File: config.mk
export PLATFORM = sky130hd
export DESIGN_NAME = adf_alu
export DESIGN_NICKNAME = d
export VERILOG_FILES = /design/src/design/adf_pkg.sv /design/src/design/adf_alu.sv
export SDC_FILE = /design/constraint.sdc
export NUM_CORES = 2
export LEC_CHECK = 0
export BUFFER_PORTS_ARGS = -buffer_cell sky130_fd_sc_hd__buf_4
export CORE_MARGIN = 2
export CORE_UTILIZATION = 60
export DETAILED_ROUTE_END_ITERATION = 16
export PLACE_DENSITY_LB_ADDON = 0.3
export SLEW_MARGIN = 20
export SYNTH_ARGS = -nofsm -noshare
export SYNTH_HDL_FRONTEND = slang
export SYNTH_SLANG_ARGS = --single-unit
File: constraint.sdc
create_clock -name clk_i -period 11 [get_ports clk_i]
set_input_delay 2.75 -clock clk_i [delete_from_list [all_inputs] [get_ports clk_i]]
set_output_delay 2.75 -clock clk_i [all_outputs]
set_load 0.05 [all_outputs]
File: src/design/adf_pkg.sv
// Shared types, constants and fixed-point helpers for the advection-diffusion
// form accumulator. No dependencies; every design file imports this package.
`default_nettype none

package adf_pkg;

  localparam int FRAC_BITS = 16;

  localparam logic [30:0] CAP31 = 31'h7FFF_FFFF;
  // 0.45 in fixed point, rounded as the 0.9 * 0.5 shock constant
  localparam logic [30:0] SHOCK_COEF = 31'(((9 << FRAC_BITS) + 10) / 20);
  localparam logic [30:0] DIFF_RESET = 31'(1 << FRAC_BITS);

  localparam logic [2:0] CFG_DIFFUSION  = 3'd0;
  localparam logic [2:0] CFG_VELOCITY_X = 3'd1;
  localparam logic [2:0] CFG_VELOCITY_Y = 3'd2;
  localparam logic [2:0] CFG_SHOCK      = 3'd3;
  localparam logic [2:0] CFG_STAB       = 3'd4;

  // micro-program labels
  localparam logic [4:0] PC_BASE_END  = 5'd7;
  localparam logic [4:0] PC_R_END     = 5'd9;
  localparam logic [4:0] PC_SHOCK_END = 5'd16;
  localparam logic [4:0] PC_STAB      = 5'd17;
  localparam logic [4:0] PC_LAST      = 5'd30;

  localparam logic signed [65:0] SAT_HI = 66'sh7FFF_FFFF;
  localparam logic signed [65:0] SAT_LO = -66'sh8000_0000;
  localparam logic signed [65:0] ROUND_HALF = 66'sd1 <<< (FRAC_BITS - 1);
  localparam logic signed [63:0] MAX64 = 64'sh7FFF_FFFF_FFFF_FFFF;
  localparam logic signed [63:0] MIN64 = 64'sh8000_0000_0000_0000;

  typedef enum logic [2:0] {
    ST_IDLE,
    ST_MUL,
    ST_WB,
    ST_WAIT,
    ST_FINISH
  } state_e;

  typedef enum logic [4:0] {
    SRC_ZERO, SRC_W, SRC_UV, SRC_UDX, SRC_UDY, SRC_VDX, SRC_VDY, SRC_ULAP,
    SRC_VLAP, SRC_H, SRC_EPS, SRC_B1, SRC_B2, SRC_T1, SRC_GD, SRC_RABS,
    SRC_Q, SRC_COEF, SRC_SIX, SRC_BN, SRC_E6, SRC_P, SRC_TAU, SRC_RV, SRC_RU
  } src_e;

  typedef enum logic [3:0] {
    WB_Q, WB_ACC, WB_DOT, WB_ADDADV, WB_QSUB_ADV, WB_QSUB_R, WB_QSUB_T1,
    WB_SUM, WB_P, WB_CAP, WB_SQRT, WB_DIVQ, WB_DIVT
  } wb_e;

  typedef enum logic [3:0] {
    DST_NONE, DST_T1, DST_GD, DST_ADV, DST_R, DST_Q, DST_P, DST_E6, DST_TAU,
    DST_RU, DST_RV, DST_BN, DST_D, DST_DEN
  } dst_e;

  typedef struct packed {
    src_e a;
    src_e b;
    wb_e  wb;
    dst_e dst;
  } uop_t;

  typedef struct packed {
    logic               ovf;
    logic signed [63:0] val;
  } sat_add_t;

  function automatic logic signed [31:0] sat32_f(input logic signed [65:0] x);
    logic signed [31:0] r;
    if (x > SAT_HI) r = 32'sh7FFF_FFFF;
    else if (x < SAT_LO) r = 32'sh8000_0000;
    else r = x[31:0];
    return r;
  endfunction

  // round to nearest, halves upward, then drop the fraction bits
  function automatic logic signed [65:0] rshift_f(input logic signed [63:0] x);
    logic signed [65:0] t;
    t = $signed({{2{x[63]}}, x}) + ROUND_HALF;
    return t >>> FRAC_BITS;
  endfunction

  function automatic sat_add_t sadd64_f(input logic signed [63:0] a,
                                        input logic signed [63:0] b);
    logic signed [64:0] s;
    sat_add_t r;
    s = $signed({a[63], a}) + $signed({b[63], b});
    r.ovf = s[64] ^ s[63];
    if (r.ovf) r.val = s[64] ? MIN64 : MAX64;
    else r.val = s[63:0];
    return r;
  endfunction

  function automatic uop_t uop_f(input logic [4:0] pc);
    uop_t u;
    unique case (pc)
      5'd0:  u = '{SRC_UDX,  SRC_VDX,  WB_ACC,      DST_NONE};
      5'd1:  u = '{SRC_UDY,  SRC_VDY,  WB_DOT,      DST_GD};
      5'd2:  u = '{SRC_B1,   SRC_UV,   WB_Q,        DST_T1};
      5'd3:  u = '{SRC_T1,   SRC_VDX,  WB_Q,        DST_ADV};
      5'd4:  u = '{SRC_B2,   SRC_UV,   WB_Q,        DST_T1};
      5'd5:  u = '{SRC_T1,   SRC_VDY,  WB_ADDADV,   DST_ADV};
      5'd6:  u = '{SRC_EPS,  SRC_GD,   WB_QSUB_ADV, DST_T1};
      5'd7:  u = '{SRC_W,    SRC_T1,   WB_SUM,      DST_NONE};
      5'd8:  u = '{SRC_B1,   SRC_UDX,  WB_ACC,      DST_NONE};
      5'd9:  u = '{SRC_B2,   SRC_UDY,  WB_DOT,      DST_R};
      5'd10: u = '{SRC_UDX,  SRC_UDX,  WB_ACC,      DST_NONE};
      5'd11: u = '{SRC_UDY,  SRC_UDY,  WB_SQRT,     DST_DEN};
      5'd12: u = '{SRC_ZERO, SRC_ZERO, WB_DIVQ,     DST_Q};
      5'd13: u = '{SRC_COEF, SRC_H,    WB_Q,        DST_T1};
      5'd14: u = '{SRC_T1,   SRC_RABS, WB_Q,        DST_T1};
      5'd15: u = '{SRC_T1,   SRC_Q,    WB_Q,        DST_T1};
      5'd16: u = '{SRC_W,    SRC_T1,   WB_SUM,      DST_NONE};
      5'd17: u = '{SRC_B1,   SRC_B1,   WB_ACC,      DST_NONE};
      5'd18: u = '{SRC_B2,   SRC_B2,   WB_SQRT,     DST_BN};
      5'd19: u = '{SRC_BN,   SRC_H,    WB_P,        DST_P};
      5'd20: u = '{SRC_EPS,  SRC_SIX,  WB_CAP,      DST_E6};
      5'd21: u = '{SRC_E6,   SRC_E6,   WB_ACC,      DST_NONE};
      5'd22: u = '{SRC_P,    SRC_P,    WB_SQRT,     DST_D};
      5'd23: u = '{SRC_H,    SRC_H,    WB_DIVT,     DST_TAU};
      5'd24: u = '{SRC_EPS,  SRC_ULAP, WB_QSUB_R,   DST_RU};
      5'd25: u = '{SRC_B1,   SRC_VDX,  WB_ACC,      DST_NONE};
      5'd26: u = '{SRC_B2,   SRC_VDY,  WB_DOT,      DST_T1};
      5'd27: u = '{SRC_EPS,  SRC_VLAP, WB_QSUB_T1,  DST_RV};
      5'd28: u = '{SRC_TAU,  SRC_RV,   WB_Q,        DST_T1};
      5'd29: u = '{SRC_T1,   SRC_RU,   WB_Q,        DST_T1};
      5'd30: u = '{SRC_W,    SRC_T1,   WB_SUM,      DST_NONE};
      default: u = '{SRC_ZERO, SRC_ZERO, WB_ACC,    DST_NONE};
    endcase
    return u;
  endfunction

endpackage

`default_nettype wire

File: src/design/adf_alu.sv
// Shared 33 x 33 signed multiplier with a registered product.
// Depends on adf_pkg.
`default_nettype none

module adf_alu
  import adf_pkg::*;
(
  input  wire logic               clk_i,
  input  wire logic               en_i,
  input  wire logic signed [32:0] a_i,
  input  wire logic signed [32:0] b_i,
  output logic signed [63:0]      prod_o
);

  logic signed [65:0] full;
  logic signed [63:0] prod_q;

  assign full   = a_i * b_i;
  assign prod_o = prod_q;

  always_ff @(posedge clk_i) begin
    if (en_i) begin
      prod_q <= full[63:0];
    end
  end

endmodule

`default_nettype wire

=== After elaboration in Yosys (flattened, before gate mapping) ===
Cells that the tools add are included.
W data, S select, Z words.

* Multiply operators: 1

{| class="wikitable"
|+ Operators with widths
! cell !! count
|-
| $mul A33 B33 Y64 || 1
|}

* Bits in registers: 64
* Bits of input ports: 68
* Output and inout port bits: 64
* Word-level logic and storage cells: 2

=== Depth between registers and ports, before layout ===
* Depth after elaboration: 1
* Gate-level depth with buffers: 28
* Mapped depth without buffers: 26

=== Least setup slack after synthesis ===
No wires, ideal clock.

* Kind: input to register
* From: in a_i[32]
* To: reg prod_q[63] (netlist: prod_o[63]) (data pin)
* Arrival: 9891 ps
* Data required time: 10740 ps
* Setup slack: 849 ps
* Cell stages on the path: 24
* Buffers on the path: 1
* Cells stage by stage: clkbuf_1 -> nand2_1 -> inv_1 -> fa_1 -> fa_1 -> fa_1 -> inv_1 -> fa_1 -> inv_1 -> fa_1 -> fa_1 -> fa_1 -> inv_1 -> fa_1 -> inv_1 -> ha_1 -> a21o_1 -> a21o_1 -> a21oi_1 -> nand2_1 -> o31ai_1 -> o211ai_1 -> a21oi_1 -> xnor2_1

* Cells in the longest elaborated chain, start to end: 1

{| class="wikitable"
|+ Ends and longest elaborated chain
! element !! line !! source
|-
| start, declared || adf_alu.sv:10 || <nowiki>input wire logic signed [32:0] a_i,</nowiki>
|-
| $mul A33 B33 Y64 || adf_alu.sv:18 || <nowiki>assign full = a_i * b_i;</nowiki>
|-
| named net full[63] || adf_alu.sv:15 || <nowiki>logic signed [65:0] full;</nowiki>
|-
| end signal, assigned || adf_alu.sv:23 || <nowiki>prod_q <= full[63:0];</nowiki>
|-
| end, declared || adf_alu.sv:16 || <nowiki>logic signed [63:0] prod_q;</nowiki>
|}

The timed path passes the listed nets, and every way through them passes these cells.
A chain may end at the register's enable or synchronous reset.

=== Worst setup path after layout ===
* From: in b_i[0]
* To: reg prod_q[60] (netlist: prod_o[60]) (data pin)

* Cells in the longest elaborated chain, start to end: 1

{| class="wikitable"
|+ Ends and longest elaborated chain
! element !! line !! source
|-
| start, declared || adf_alu.sv:11 || <nowiki>input wire logic signed [32:0] b_i,</nowiki>
|-
| $mul A33 B33 Y64 || adf_alu.sv:18 ||
|-
| named net full[60] || adf_alu.sv:15 ||
|}

The timed path passes the listed nets, and every way through them passes these cells.

==> impl_metrics.json <==
{
  "drc_errors": 0,
  "worst_hold_path_type": "input pin to flop",
  "die_w_um": 262.8,
  "holdBufCountCts": 0,
  "post_drt_wl_per_cell_um": 20.25,
  "slew_headroom": 0.3040,
  "async_reset_ff_frac": 0,
  "overall_die_area_mm2": 0.06906,
  "netlist-cell-type-count": 57,
  "setup-violations-final": 0,
  "largest_register_ff_count": 64,
  "largest_net_degree_at_the_start_of_global_routing": 65,
  "fin_util": 0.6353,
  "hold_viol": 0,
  "mappedNetlistArea_mm2": 0.04018,
  "rsz0062_at_grt": "no",
  "cts_num_sinks": 64,
  "launching_element_type_of_the_critical_path": "input pin",
  "worst_ep_arrival_time_ps": 10500,
  "sequential_fraction_of_the_synthesis_area": 0.04783,
  "status": "completed",
  "area_growth_syn_to_layout_pct": 4.316,
  "drt-pass1-iter-count": 5,
  "synth_largest_area_cell": "sky130_fd_sc_hd__fa_1",
  "drive_gt1_frac": 0.04283,
  "finalWeightedCongestion": 0.9406,
  "syn_inst": 4207,
  "cts_buffers": 9,
  "fp.coreArea_mm2": 0.06598,
  "fin_hold_ws_ps": 3021,
  "top_level_ports": 132,
  "num_rows": 94,
  "post-cts-setup-buffers": 0,
  "drt-vias-per-instance": 5.597,
  "syn-num-nets": 5612,
  "initial_core_util": 0.6090,
  "timing.max_cap.violations": 0,
  "antenna_found_initial": 5,
  "drv_slew": 0,
  "final_cell_count_no_fill": 5022,
  "yosys.cell_count.top_type": "sky130_fd_sc_hd__fa_1",
  "clock.fmax_ghz": 0.09669,
  "cts.repair.resized": 0,
  "synth.area.top_cells": "sky130_fd_sc_hd__fa_1, sky130_fd_sc_hd__inv_1, sky130_fd_sc_hd__and2_1",
  "synth-seq-cells": 64,
  "tritoncts": "yes",
  "timing.final.crit_period_ps": 10340,
  "synth_enable_flop_cells": 64,
  "portBuffers": 131,
  "dominantRegCellSynth": "sky130_fd_sc_hd__edfxtp_1",
  "timing.final.crit_share": 0.9402,
  "finalNetCount": 5557,
  "worst_setup_path_end_kind": "flop",
  "yosys_warnings": 0,
  "routed-via-count": 28108,
  "global_route_congestion_overflow_total": 0,
  "drt.antenna.violating_nets": 0,
  "gr-usage-all-layers": 0.3093,
  "nFillCells": 5462,
  "synth_area_per_cell_um2": 9.552,
  "drt_iter0_drc": 1703,
  "setup_tns_ps": 0,
  "grt_pass1_vias": 31441,
  "clock_path_buffers": 2,
  "wire_length_of_the_first_global_routing_pass_um": 165400,
  "timing_worst_setup_path_type": "input pin to flop",
  "worst_slew_pin_slew_ps": 1041,
  "dieHeight_um": 262.8,
  "clk_pin_slew_worst_paths_ps": 60,
  "routed_wl_um": 101700,
  "placed_cells_incl_taps": 5005,
  "ctsRootBufferMaster": "sky130_fd_sc_hd__clkbuf_16",
  "clock_tree.htree_level_count": 3,
  "netlist_top_cells_count": "sky130_fd_sc_hd__fa_1, sky130_fd_sc_hd__inv_1, sky130_fd_sc_hd__and2_1, sky130_fd_sc_hd__nand2_1, sky130_fd_sc_hd__clkbuf_1",
  "critical_path_peak_fanout": 33,
  "worst_ep_required_time_ps": 11160,
  "synth.top_cell.area_share": 0.5605,
  "hpwl_um": 84230
}
## cell usage in the layout (no fill, tap or decap), types with 8 or more instances in the layout
cell type	netlist	final
sky130_fd_sc_hd__nand3_1	18	18
sky130_fd_sc_hd__nand4_1	12	12
sky130_fd_sc_hd__and2_1	548	548
sky130_fd_sc_hd__xor2_1	21	21
sky130_fd_sc_hd__fa_1	1125	1125
sky130_fd_sc_hd__edfxtp_1	64	64
sky130_fd_sc_hd__nor3_1	11	11
sky130_fd_sc_hd__a21o_1	18	18
sky130_fd_sc_hd__a21oi_1	69	69
sky130_fd_sc_hd__ha_1	212	212
sky130_fd_sc_hd__nor2b_1	32	32
sky130_fd_sc_hd__a211oi_1	8	8
sky130_fd_sc_hd__o21ai_0	29	29
sky130_fd_sc_hd__inv_1	1086	1086
sky130_fd_sc_hd__clkbuf_16	0	9
sky130_fd_sc_hd__nand2_1	547	547
sky130_fd_sc_hd__o21a_1	18	18
sky130_fd_sc_hd__xnor2_1	55	55
sky130_fd_sc_hd__nand2b_1	9	9
sky130_fd_sc_hd__nor2_1	18	18
sky130_fd_sc_hd__buf_4	0	156
## worst max-delay path, cell delays in order
cell and delay (ps):
sky130_fd_sc_hd__buf_4 280, sky130_fd_sc_hd__nand2_1 140, sky130_fd_sc_hd__inv_1 140, sky130_fd_sc_hd__fa_1 490
sky130_fd_sc_hd__fa_1 560, sky130_fd_sc_hd__fa_1 870, sky130_fd_sc_hd__inv_1 230, sky130_fd_sc_hd__fa_1 540
sky130_fd_sc_hd__inv_1 370, sky130_fd_sc_hd__fa_1 520, sky130_fd_sc_hd__fa_1 510, sky130_fd_sc_hd__fa_1 500
sky130_fd_sc_hd__inv_1 50, sky130_fd_sc_hd__fa_1 470, sky130_fd_sc_hd__inv_1 40, sky130_fd_sc_hd__ha_1 420
sky130_fd_sc_hd__nand3_1 190, sky130_fd_sc_hd__nor4_1 400, sky130_fd_sc_hd__nand3_1 130, sky130_fd_sc_hd__o211ai_1 380
sky130_fd_sc_hd__a211o_1 270, sky130_fd_sc_hd__nand4_1 130, sky130_fd_sc_hd__o311ai_2 90
## layer usage
metal,GRT usage,vias up,part of all wire
li1,-,11868,-
met1,0.3666,14710,0.35
met2,0.5390,1179,0.52
met3,0.04076,347,0.063
met4,0.1886,4,0.071
met5,0,-,0.00026
## cell families (layout without fill, tap and decap cells)
logic type / Yosys count / count (layout) / share of synthesized area
AOI/OAI and AO/OA: 200 / 200 / 0.03201
buffers and inverters: 1308 / 1257 / 0.1222
DFF: 64 / 64 / 0.04783
muxes: 1 / 1 / 0.0002491
and+or+nand+nor: 1221 / 1221 / 0.1547
xor gates and xnor gates: 76 / 76 / 0.01656
other: 0 / 2 / 0
adders and majority gates: 1337 / 1337 / 0.6265
## layout make-up
class | count | area [µm²] | area share
Multi-Input combinational cell | 2835 | 33350 | 0.7957
Tap cell | 864 | 1081 | 0.02579
Sequential cell | 64 | 1922 | 0.04585
Clock buffer | 9 | 225.2 | 0.005373
Antenna cell | 2 | 5.005 | 0.0001194
Inverter | 1086 | 4076 | 0.09725
Clock inverter | 6 | 85.08 | 0.002030
Timing Repair Buffer | 156 | 1171 | 0.02794
## through the flow
stage               worst slack [ps]  instance area, µm²
floorplan                      848.9               40180
global placement               428.8               41600
detailed placement             343.8               41600
CTS                            671.4               41910
global route                   175.7               41920
finish                         657.4               41920
## worst paths after layout
kind / slack, ps / endpoint / depth (start not counted) / start
worst max-delay path: 660 / prod_o[60]$_DFFE_PP_ / 23 / b_i[0]
worst min-delay path: 3020 / prod_o[60]$_DFFE_PP_ / 1 / en_i
Power is not shown: default switching activity piles up to over one toggle a cycle in this logic, so the estimate is an artifact.
