[src/design/adf_pkg.sv]
// Shared types, constants and fixed-point helpers for the advection-diffusion
// form accumulator. No dependencies; every design file imports this package.
`default_nettype none

package adf_pkg;

  localparam int FRAC_BITS = 16;

  localparam logic [30:0] CAP31 = 31'h7FFF_FFFF;
  // 0.45 in fixed point, rounded as the 0.9 * 0.5 shock constant
  localparam logic [30:0] SHOCK_COEF = 31'(((9 << FRAC_BITS) + 10) / 20);
  localparam logic [30:0] DIFF_RESET = 31'(1 << FRAC_BITS);

  localparam logic [2:0] CFG_DIFFUSION  = 3'd0;
  localparam logic [2:0] CFG_VELOCITY_X = 3'd1;
  localparam logic [2:0] CFG_VELOCITY_Y = 3'd2;
  localparam logic [2:0] CFG_SHOCK      = 3'd3;
  localparam logic [2:0] CFG_STAB       = 3'd4;

  // micro-program labels
  localparam logic [4:0] PC_BASE_END  = 5'd7;
  localparam logic [4:0] PC_R_END     = 5'd9;
  localparam logic [4:0] PC_SHOCK_END = 5'd16;
  localparam logic [4:0] PC_STAB      = 5'd17;
  localparam logic [4:0] PC_LAST      = 5'd30;

  localparam logic signed [65:0] SAT_HI = 66'sh7FFF_FFFF;
  localparam logic signed [65:0] SAT_LO = -66'sh8000_0000;
  localparam logic signed [65:0] ROUND_HALF = 66'sd1 <<< (FRAC_BITS - 1);
  localparam logic signed [63:0] MAX64 = 64'sh7FFF_FFFF_FFFF_FFFF;
  localparam logic signed [63:0] MIN64 = 64'sh8000_0000_0000_0000;

  typedef enum logic [2:0] {
    ST_IDLE,
    ST_MUL,
    ST_WB,
    ST_WAIT,
    ST_FINISH
  } state_e;

  typedef enum logic [4:0] {
    SRC_ZERO, SRC_W, SRC_UV, SRC_UDX, SRC_UDY, SRC_VDX, SRC_VDY, SRC_ULAP,
    SRC_VLAP, SRC_H, SRC_EPS, SRC_B1, SRC_B2, SRC_T1, SRC_GD, SRC_RABS,
    SRC_Q, SRC_COEF, SRC_SIX, SRC_BN, SRC_E6, SRC_P, SRC_TAU, SRC_RV, SRC_RU
  } src_e;

  typedef enum logic [3:0] {
    WB_Q, WB_ACC, WB_DOT, WB_ADDADV, WB_QSUB_ADV, WB_QSUB_R, WB_QSUB_T1,
    WB_SUM, WB_P, WB_CAP, WB_SQRT, WB_DIVQ, WB_DIVT
  } wb_e;

  typedef enum logic [3:0] {
    DST_NONE, DST_T1, DST_GD, DST_ADV, DST_R, DST_Q, DST_P, DST_E6, DST_TAU,
    DST_RU, DST_RV, DST_BN, DST_D, DST_DEN
  } dst_e;

  typedef struct packed {
    src_e a;
    src_e b;
    wb_e  wb;
    dst_e dst;
  } uop_t;

  typedef struct packed {
    logic               ovf;
    logic signed [63:0] val;
  } sat_add_t;

  function automatic logic signed [31:0] sat32_f(input logic signed [65:0] x);
    logic signed [31:0] r;
    if (x > SAT_HI) r = 32'sh7FFF_FFFF;
    else if (x < SAT_LO) r = 32'sh8000_0000;
    else r = x[31:0];
    return r;
  endfunction

  // round to nearest, halves upward, then drop the fraction bits
  function automatic logic signed [65:0] rshift_f(input logic signed [63:0] x);
    logic signed [65:0] t;
    t = $signed({{2{x[63]}}, x}) + ROUND_HALF;
    return t >>> FRAC_BITS;
  endfunction

  function automatic sat_add_t sadd64_f(input logic signed [63:0] a,
                                        input logic signed [63:0] b);
    logic signed [64:0] s;
    sat_add_t r;
    s = $signed({a[63], a}) + $signed({b[63], b});
    r.ovf = s[64] ^ s[63];
    if (r.ovf) r.val = s[64] ? MIN64 : MAX64;
    else r.val = s[63:0];
    return r;
  endfunction

  function automatic uop_t uop_f(input logic [4:0] pc);
    uop_t u;
    unique case (pc)
      5'd0:  u = '{SRC_UDX,  SRC_VDX,  WB_ACC,      DST_NONE};
      5'd1:  u = '{SRC_UDY,  SRC_VDY,  WB_DOT,      DST_GD};
      5'd2:  u = '{SRC_B1,   SRC_UV,   WB_Q,        DST_T1};
      5'd3:  u = '{SRC_T1,   SRC_VDX,  WB_Q,        DST_ADV};
      5'd4:  u = '{SRC_B2,   SRC_UV,   WB_Q,        DST_T1};
      5'd5:  u = '{SRC_T1,   SRC_VDY,  WB_ADDADV,   DST_ADV};
      5'd6:  u = '{SRC_EPS,  SRC_GD,   WB_QSUB_ADV, DST_T1};
      5'd7:  u = '{SRC_W,    SRC_T1,   WB_SUM,      DST_NONE};
      5'd8:  u = '{SRC_B1,   SRC_UDX,  WB_ACC,      DST_NONE};
      5'd9:  u = '{SRC_B2,   SRC_UDY,  WB_DOT,      DST_R};
      5'd10: u = '{SRC_UDX,  SRC_UDX,  WB_ACC,      DST_NONE};
      5'd11: u = '{SRC_UDY,  SRC_UDY,  WB_SQRT,     DST_DEN};
      5'd12: u = '{SRC_ZERO, SRC_ZERO, WB_DIVQ,     DST_Q};
      5'd13: u = '{SRC_COEF, SRC_H,    WB_Q,        DST_T1};
      5'd14: u = '{SRC_T1,   SRC_RABS, WB_Q,        DST_T1};
      5'd15: u = '{SRC_T1,   SRC_Q,    WB_Q,        DST_T1};
      5'd16: u = '{SRC_W,    SRC_T1,   WB_SUM,      DST_NONE};
      5'd17: u = '{SRC_B1,   SRC_B1,   WB_ACC,      DST_NONE};
      5'd18: u = '{SRC_B2,   SRC_B2,   WB_SQRT,     DST_BN};
      5'd19: u = '{SRC_BN,   SRC_H,    WB_P,        DST_P};
      5'd20: u = '{SRC_EPS,  SRC_SIX,  WB_CAP,      DST_E6};
      5'd21: u = '{SRC_E6,   SRC_E6,   WB_ACC,      DST_NONE};
      5'd22: u = '{SRC_P,    SRC_P,    WB_SQRT,     DST_D};
      5'd23: u = '{SRC_H,    SRC_H,    WB_DIVT,     DST_TAU};
      5'd24: u = '{SRC_EPS,  SRC_ULAP, WB_QSUB_R,   DST_RU};
      5'd25: u = '{SRC_B1,   SRC_VDX,  WB_ACC,      DST_NONE};
      5'd26: u = '{SRC_B2,   SRC_VDY,  WB_DOT,      DST_T1};
      5'd27: u = '{SRC_EPS,  SRC_VLAP, WB_QSUB_T1,  DST_RV};
      5'd28: u = '{SRC_TAU,  SRC_RV,   WB_Q,        DST_T1};
      5'd29: u = '{SRC_T1,   SRC_RU,   WB_Q,        DST_T1};
      5'd30: u = '{SRC_W,    SRC_T1,   WB_SUM,      DST_NONE};
      default: u = '{SRC_ZERO, SRC_ZERO, WB_ACC,    DST_NONE};
    endcase
    return u;
  endfunction

endpackage

`default_nettype wire

[src/design/adf_sqrt.sv]
// Iterative floor square root of a 64-bit unsigned value, two bits per cycle.
// Depends on adf_pkg.
`default_nettype none

module adf_sqrt
  import adf_pkg::*;
(
  input  wire logic        clk_i,
  input  wire logic        rst_ni,
  input  wire logic        start_i,
  input  wire logic [63:0] x_i,
  output logic             done_o,
  output logic [31:0]      root_o
);

  logic        busy_q, done_q;
  logic [4:0]  cnt_q;
  logic [63:0] x_q;
  logic [33:0] rem_q;
  logic [31:0] root_q;
  logic [35:0] rem_sh, trial, rem_sub;
  logic        ge;

  assign rem_sh  = {rem_q, x_q[63:62]};
  assign trial   = {2'b00, root_q, 2'b01};
  assign ge      = rem_sh >= trial;
  assign rem_sub = rem_sh - trial;
  assign done_o  = done_q;
  assign root_o  = root_q;

  always_ff @(posedge clk_i or negedge rst_ni) begin
    if (!rst_ni) begin
      busy_q <= 1'b0;
      done_q <= 1'b0;
      cnt_q  <= '0;
    end else begin
      done_q <= 1'b0;
      if (start_i) begin
        busy_q <= 1'b1;
        cnt_q  <= '0;
      end else if (busy_q) begin
        cnt_q <= cnt_q + 5'd1;
        if (cnt_q == 5'd31) begin
          busy_q <= 1'b0;
          done_q <= 1'b1;
        end
      end
    end
  end

  always_ff @(posedge clk_i) begin
    if (start_i) begin
      x_q    <= x_i;
      rem_q  <= '0;
      root_q <= '0;
    end else if (busy_q) begin
      x_q    <= {x_q[61:0], 2'b00};
      rem_q  <= ge ? rem_sub[33:0] : rem_sh[33:0];
      root_q <= {root_q[30:0], ge};
    end
  end

endmodule

`default_nettype wire

[config.mk]
export PLATFORM = sky130hd
export DESIGN_NAME = adf_sqrt
export DESIGN_NICKNAME = d
export VERILOG_FILES = /design/src/design/adf_pkg.sv /design/src/design/adf_sqrt.sv
export SDC_FILE = /design/constraint.sdc
export NUM_CORES = 1
export LEC_CHECK = 0
export ABC_AREA = 1
export BUFFER_PORTS_ARGS = -buffer_cell sky130_fd_sc_hd__buf_2
export CORE_ASPECT_RATIO = 1.5
export CORE_MARGIN = 10
export CORE_UTILIZATION = 63
export CTS_CLUSTER_DIAMETER = 200
export DETAILED_ROUTE_END_ITERATION = 10
export PLACE_DENSITY = 0.86
export SYNTH_ARGS = -nofsm -noshare
export SYNTH_HDL_FRONTEND = slang
export SYNTH_SLANG_ARGS = --single-unit
[constraint.sdc]
create_clock -name clk_i -period 9.3 [get_ports clk_i]
set_input_delay 0.465 -clock clk_i [delete_from_list [all_inputs] [get_ports clk_i]]
set_output_delay 0.465 -clock clk_i [all_outputs]
set_load 0.02 [all_outputs]
==> Word level (Yosys, flattened, before mapping) <==
Cells that the tools add are included.
{ "totals": {"input_bits": 67, "wordCells": 22, "output_inout_bits": 33, "register_bits": 137} }
{ "classes": {"addsub": 2, "n_reduce_logical": 1, "order_cmp": 1, "n_eq_ne": 1, "muxes": 11} }
{ "ops": {"columns": ["cell", "n"], "rows": [
  ["$mux W64", 2],
  ["$ge A36 B34 Y1", 1],
  ["$mux W34", 1],
  ["$sub A34 B34 Y34", 1],
  ["$mux W5", 2],
  ["$mux W1", 6],
  ["$add A5 B1 Y5 const B", 1],
  ["$eq A5 B5 Y1 const B", 1],
  ["$reduce_bool A2 Y1", 1]
]} }

==> Longest topological paths before layout <==
{ "logic_depth": {"ltp_word": 4, "mapped_depth": 18, "depth_no_buf": 18} }

==> Worst setup path after synthesis <==
OpenSTA, ideal clock, no wires.
{ "synth_path": {"path_type": "input to register", "startpoint": "in start_i", "endpoint": "reg x_q[0] (enable)", "cell_stages": 4, "t_arrival_ns": 2.847, "n_path_buf": 2, "setup_time_ns": 0.453, "required_time_ns": 8.847, "setup_slack_ns": 5.999, "path_cell_list": "clkbuf_1 > nor2_1 > clkinv_1 > clkbuf_1"} }
{ "synth_between": {"elab_chain_cells": 1} }
{ "synth_rtl": {"columns": ["element", "line", "source"], "rows": [
  ["start, declared", "adf_sqrt.sv:10", "input wire logic start_i,"],
  ["$reduce_bool A2 Y1 (no line)", null, null],
  ["end signal, assigned", "adf_sqrt.sv:53", "x_q <= x_i;"],
  ["end signal, assigned", "adf_sqrt.sv:57", "x_q <= {x_q[61:0], 2'b00};"],
  ["end, declared", "adf_sqrt.sv:18", "logic [63:0] x_q;"]
]} }
Every way passes these cells.
A chain may end at the register's enable or synchronous reset.

==> Worst setup path after layout <==
{ "layout_path": {"startpoint": "reg root_q[5], in the netlist root_o[5]", "endpoint": "reg rem_q[0]"} }
{ "layout_between": {"elab_chain_cells": 2} }
{ "layout_rtl": {"columns": ["element", "line", "source"], "rows": [
  ["start, declared", "adf_sqrt.sv:20", "logic [31:0] root_q;"],
  ["start signal, assigned", "adf_sqrt.sv:59", "root_q <= {root_q[30:0], ge};"],
  ["$ge A36 B34 Y1", "adf_sqrt.sv:26", "assign ge = rem_sh >= trial;"],
  ["$mux W34", "adf_sqrt.sv:58", "rem_q <= ge ? rem_sub[33:0] : rem_sh[33:0];"],
  ["end signal, assigned", "adf_sqrt.sv:58", null],
  ["end, declared", "adf_sqrt.sv:19", "logic [33:0] rem_q;"]
]} }
Every way passes these cells.

==> out/summary.txt <==
Hold_sp: x_i[1]
Leading area contributor after synthesis: edfxtp_1
Dpl hpwl: 14,500 um
GRT Util Overall: 0.226
Vias in the first global route: 7,155
Primary FF master, synth: dfxtp_1
Ranking of synthesized cells by area: edfxtp_1, nand2_1, dfxtp_1, inv_1, ha_1
WHS Endpoint: x_q[1]
Clock buffer depth: 2
Worst r2r path cells: 15
Area grow syn2layout: 14.4%
Status: finished, final reports clean
Maximum vdd drop: 0.159 mV
Layer with the highest usage: met2
Final Hold Viols: 0
Syn_nets: 1,215
Placed insts: 1,338
Number of synthesized flops with an enable pin: 64
M1 GR Usage: 0.235
Critical Path RT: 9650 ps
Core Box Area: 12,400 um^2
CP Capture Type: flop
Final Net Count: 1,305
Row count: 50
#FFs+latches synth: 137
Sequential share of the synthesized area: 0.430
Clock Tree Root: clkbuf_16
Worst hold path class: input pin to flop
Largest family of logic cells by synthesized area: simple AND/OR/NAND/NOR gates
Synth cell count leaders: nand2_1, inv_1, nor2_1, dfxtp_1, edfxtp_1
Diode count: 0
Worst R2R Setup Slack: 6310 ps
CTS tree: built
Placer Congestion: 1.03
Worst EP arrival: 3340 ps
Starting density of the core: 0.639
Antenna violations before repair: 0
Post-synthesis simple-gate area fraction: 0.308
H-tree lvl count: 4
Setup_tns: 0 ps
Period utilization: 0.322
Drc violations: 0
Setup CP Type: flop to flop
Hold path cells: 3
DRT Wirelength: 20,000 um
Maxcap violations: 0
Pwr Density: 332 nW/um^2
Final clock skew: 11.1 ps
Total power: 0.00302 W
Clock transition at path regs: 60 ps
Tightest Pin Transition: 1020 ps
Post-Synth XOR/XNOR Area: 0.0209
Vias per cell: 5.28
Post-CTS Setup Bufs: 0
Max_slew headroom: 0.321
Overflow after GRT: 0
Finished Layout Cells: 1,371
Reg2reg end: rem_q[0]
Syn Area/Cell: 7.16 um^2
Proportion of synthesized area in mux cells: 0
Post-Syn Instances: 1,112
Layout cells sized above 1: 0.128
Final Max Tran Viols: 0
Startpoint types: flop
Io pins: 100
Top cell type's share of synthesized area: 0.242
FF-to-FF Start: root_o[5]
Post-layout min period: 2990 ps
Post-Synth Adder-Cell Area: 0.0566
Synth warnings: 0
RSZ-0062 raised after global routing: false
Die Y-Extent: 158 um
Final Setup Violations: 0
Drt wl/cell: 14.6 um
First-pass GRT wire length: 33,000 um
Compound-Gate Fraction of Synth Area: 0.0934
Post-route ant nets: 0
Leak pwr: 4.73 nW
Port bufs: 99
Synthesized cell area: 7960 um^2
Clock Sinks: 137
GR met2 Demand/Resource: 0.413
Critical-path maximum fanout: 62
Ys async rst share: 0.0511
Total CTS buffers: 17
Chip width: 112 um
Yosys cell types: 42
Largest net degree at the start of global routing: 78
Met3 global-route usage: 0.0473
Via Count: 7,245
Worst-Skew Late Latency: 430 ps
Fmax: 0.334 GHz
Most numerous cell in the Yosys netlist: nand2_1
Die Footprint: 17,600 um^2
Pre-antenna DRT Iters: 6
Initial DRC Count: 367
Hold WS: 294 ps
layout by cell type (no fill, tap or decap), types with 6 or more instances in the layout:
master     count
dfrtp_1        7
a21oi_1       39
clkbuf_16     17
nand2_1      456
buf_2         99
nor3_1        17
dfxtp_1       66
edfxtp_1      64
o21bai_1       6
nor2_1        71
o21ai_0       22
o22ai_1       33
o21ai_1       21
ha_1          36
xnor2_1       16
nand3_1       34
inv_1        146
where the power goes:
group          switching [W]  internal [W]  total (W)
clock network       0.000297      0.000379   0.000677
registers          0.0000603      0.000729   0.000789
logic                0.00102      0.000536    0.00156
total                0.00138       0.00164    0.00302
cell type report:
class,instances,area [um^2]
multi-input cells,792,3810
flip-flops and latches,137,3420
fillers,1041,3350
inverters,150,564
repair buffers,104,536
clock buffers,18,429
well taps,156,195
clock inverters,14,150
routing by layer:
layer | wire [um] | vias to the layer above | part of all wire
met3 | 1140 | 65 | 0.057
met2 | 10400 | 213 | 0.52
li1 | - | 3727 | -
met4 | 874 | 0 | 0.044
met1 | 7590 | 3240 | 0.38
met5 | 0 | - | 0
worst max-delay path, cell delays in order, from the launching register on:
cell and delay, ps:
dfxtp_1 340, inv_1 80, ha_1 350, nand2_1 170, inv_1 50, nand2_1 60
nand2_1 60, nand2_1 60, nand2_1 50, nand2_1 70, nand2_1 50, nand2_1 100
nand4_4 630, inv_1 540, nand2_1 110, a31oi_1 160
how the worst max path moves through the flow:
| stage | startpoint | endpoint | slack, ps |
|---|---|---|---|
| 2_1_floorplan | start_i | x_q[0] | 6000 |
| 3_3_place_gp | root_o[30] | rem_q[17] | 6420 |
| 3_5_place_dp | root_o[5] | rem_q[17] | 6340 |
| 4_1_cts | root_o[5] | rem_q[0] | 6320 |
| 5_1_grt | root_o[13] | rem_q[0] | 5920 |
| 6_report | root_o[5] | rem_q[0] | 6310 |
cells by family after synthesis:
logic type	count (synthesis)
flip-flops	137
AND/OR/NAND/NOR	605
buffers and inverters	183
adder cells (fa/ha/maj)	36
AO/OA/AOI/OAI	132
XOR/XNOR	19
per-stage QoR:
step                instance area [um^2]  worst slack (ps)  utilization
finish                              9100              6310        0.731
detailed placement                  8510              6340        0.684
floorplan                           7960              6000            -
global placement                    8510              6420        0.684
global route                        9100              5920        0.731
CTS                                 9100              6320        0.731
flip-flops by register name, summed over array words and instances, names as in the netlist:
name	count
rem_q	34
done_o	1
busy_q	1
cnt_q	5
root_o	32
x_q	64
repair_timing:
action,in CTS,in global routing
endpoints found under the setup margin,0,0
endpoints found under the hold margin,7,0
hold buffers,1,0
gates resized for setup,0,0
Power figures use the tool's default switching activity.
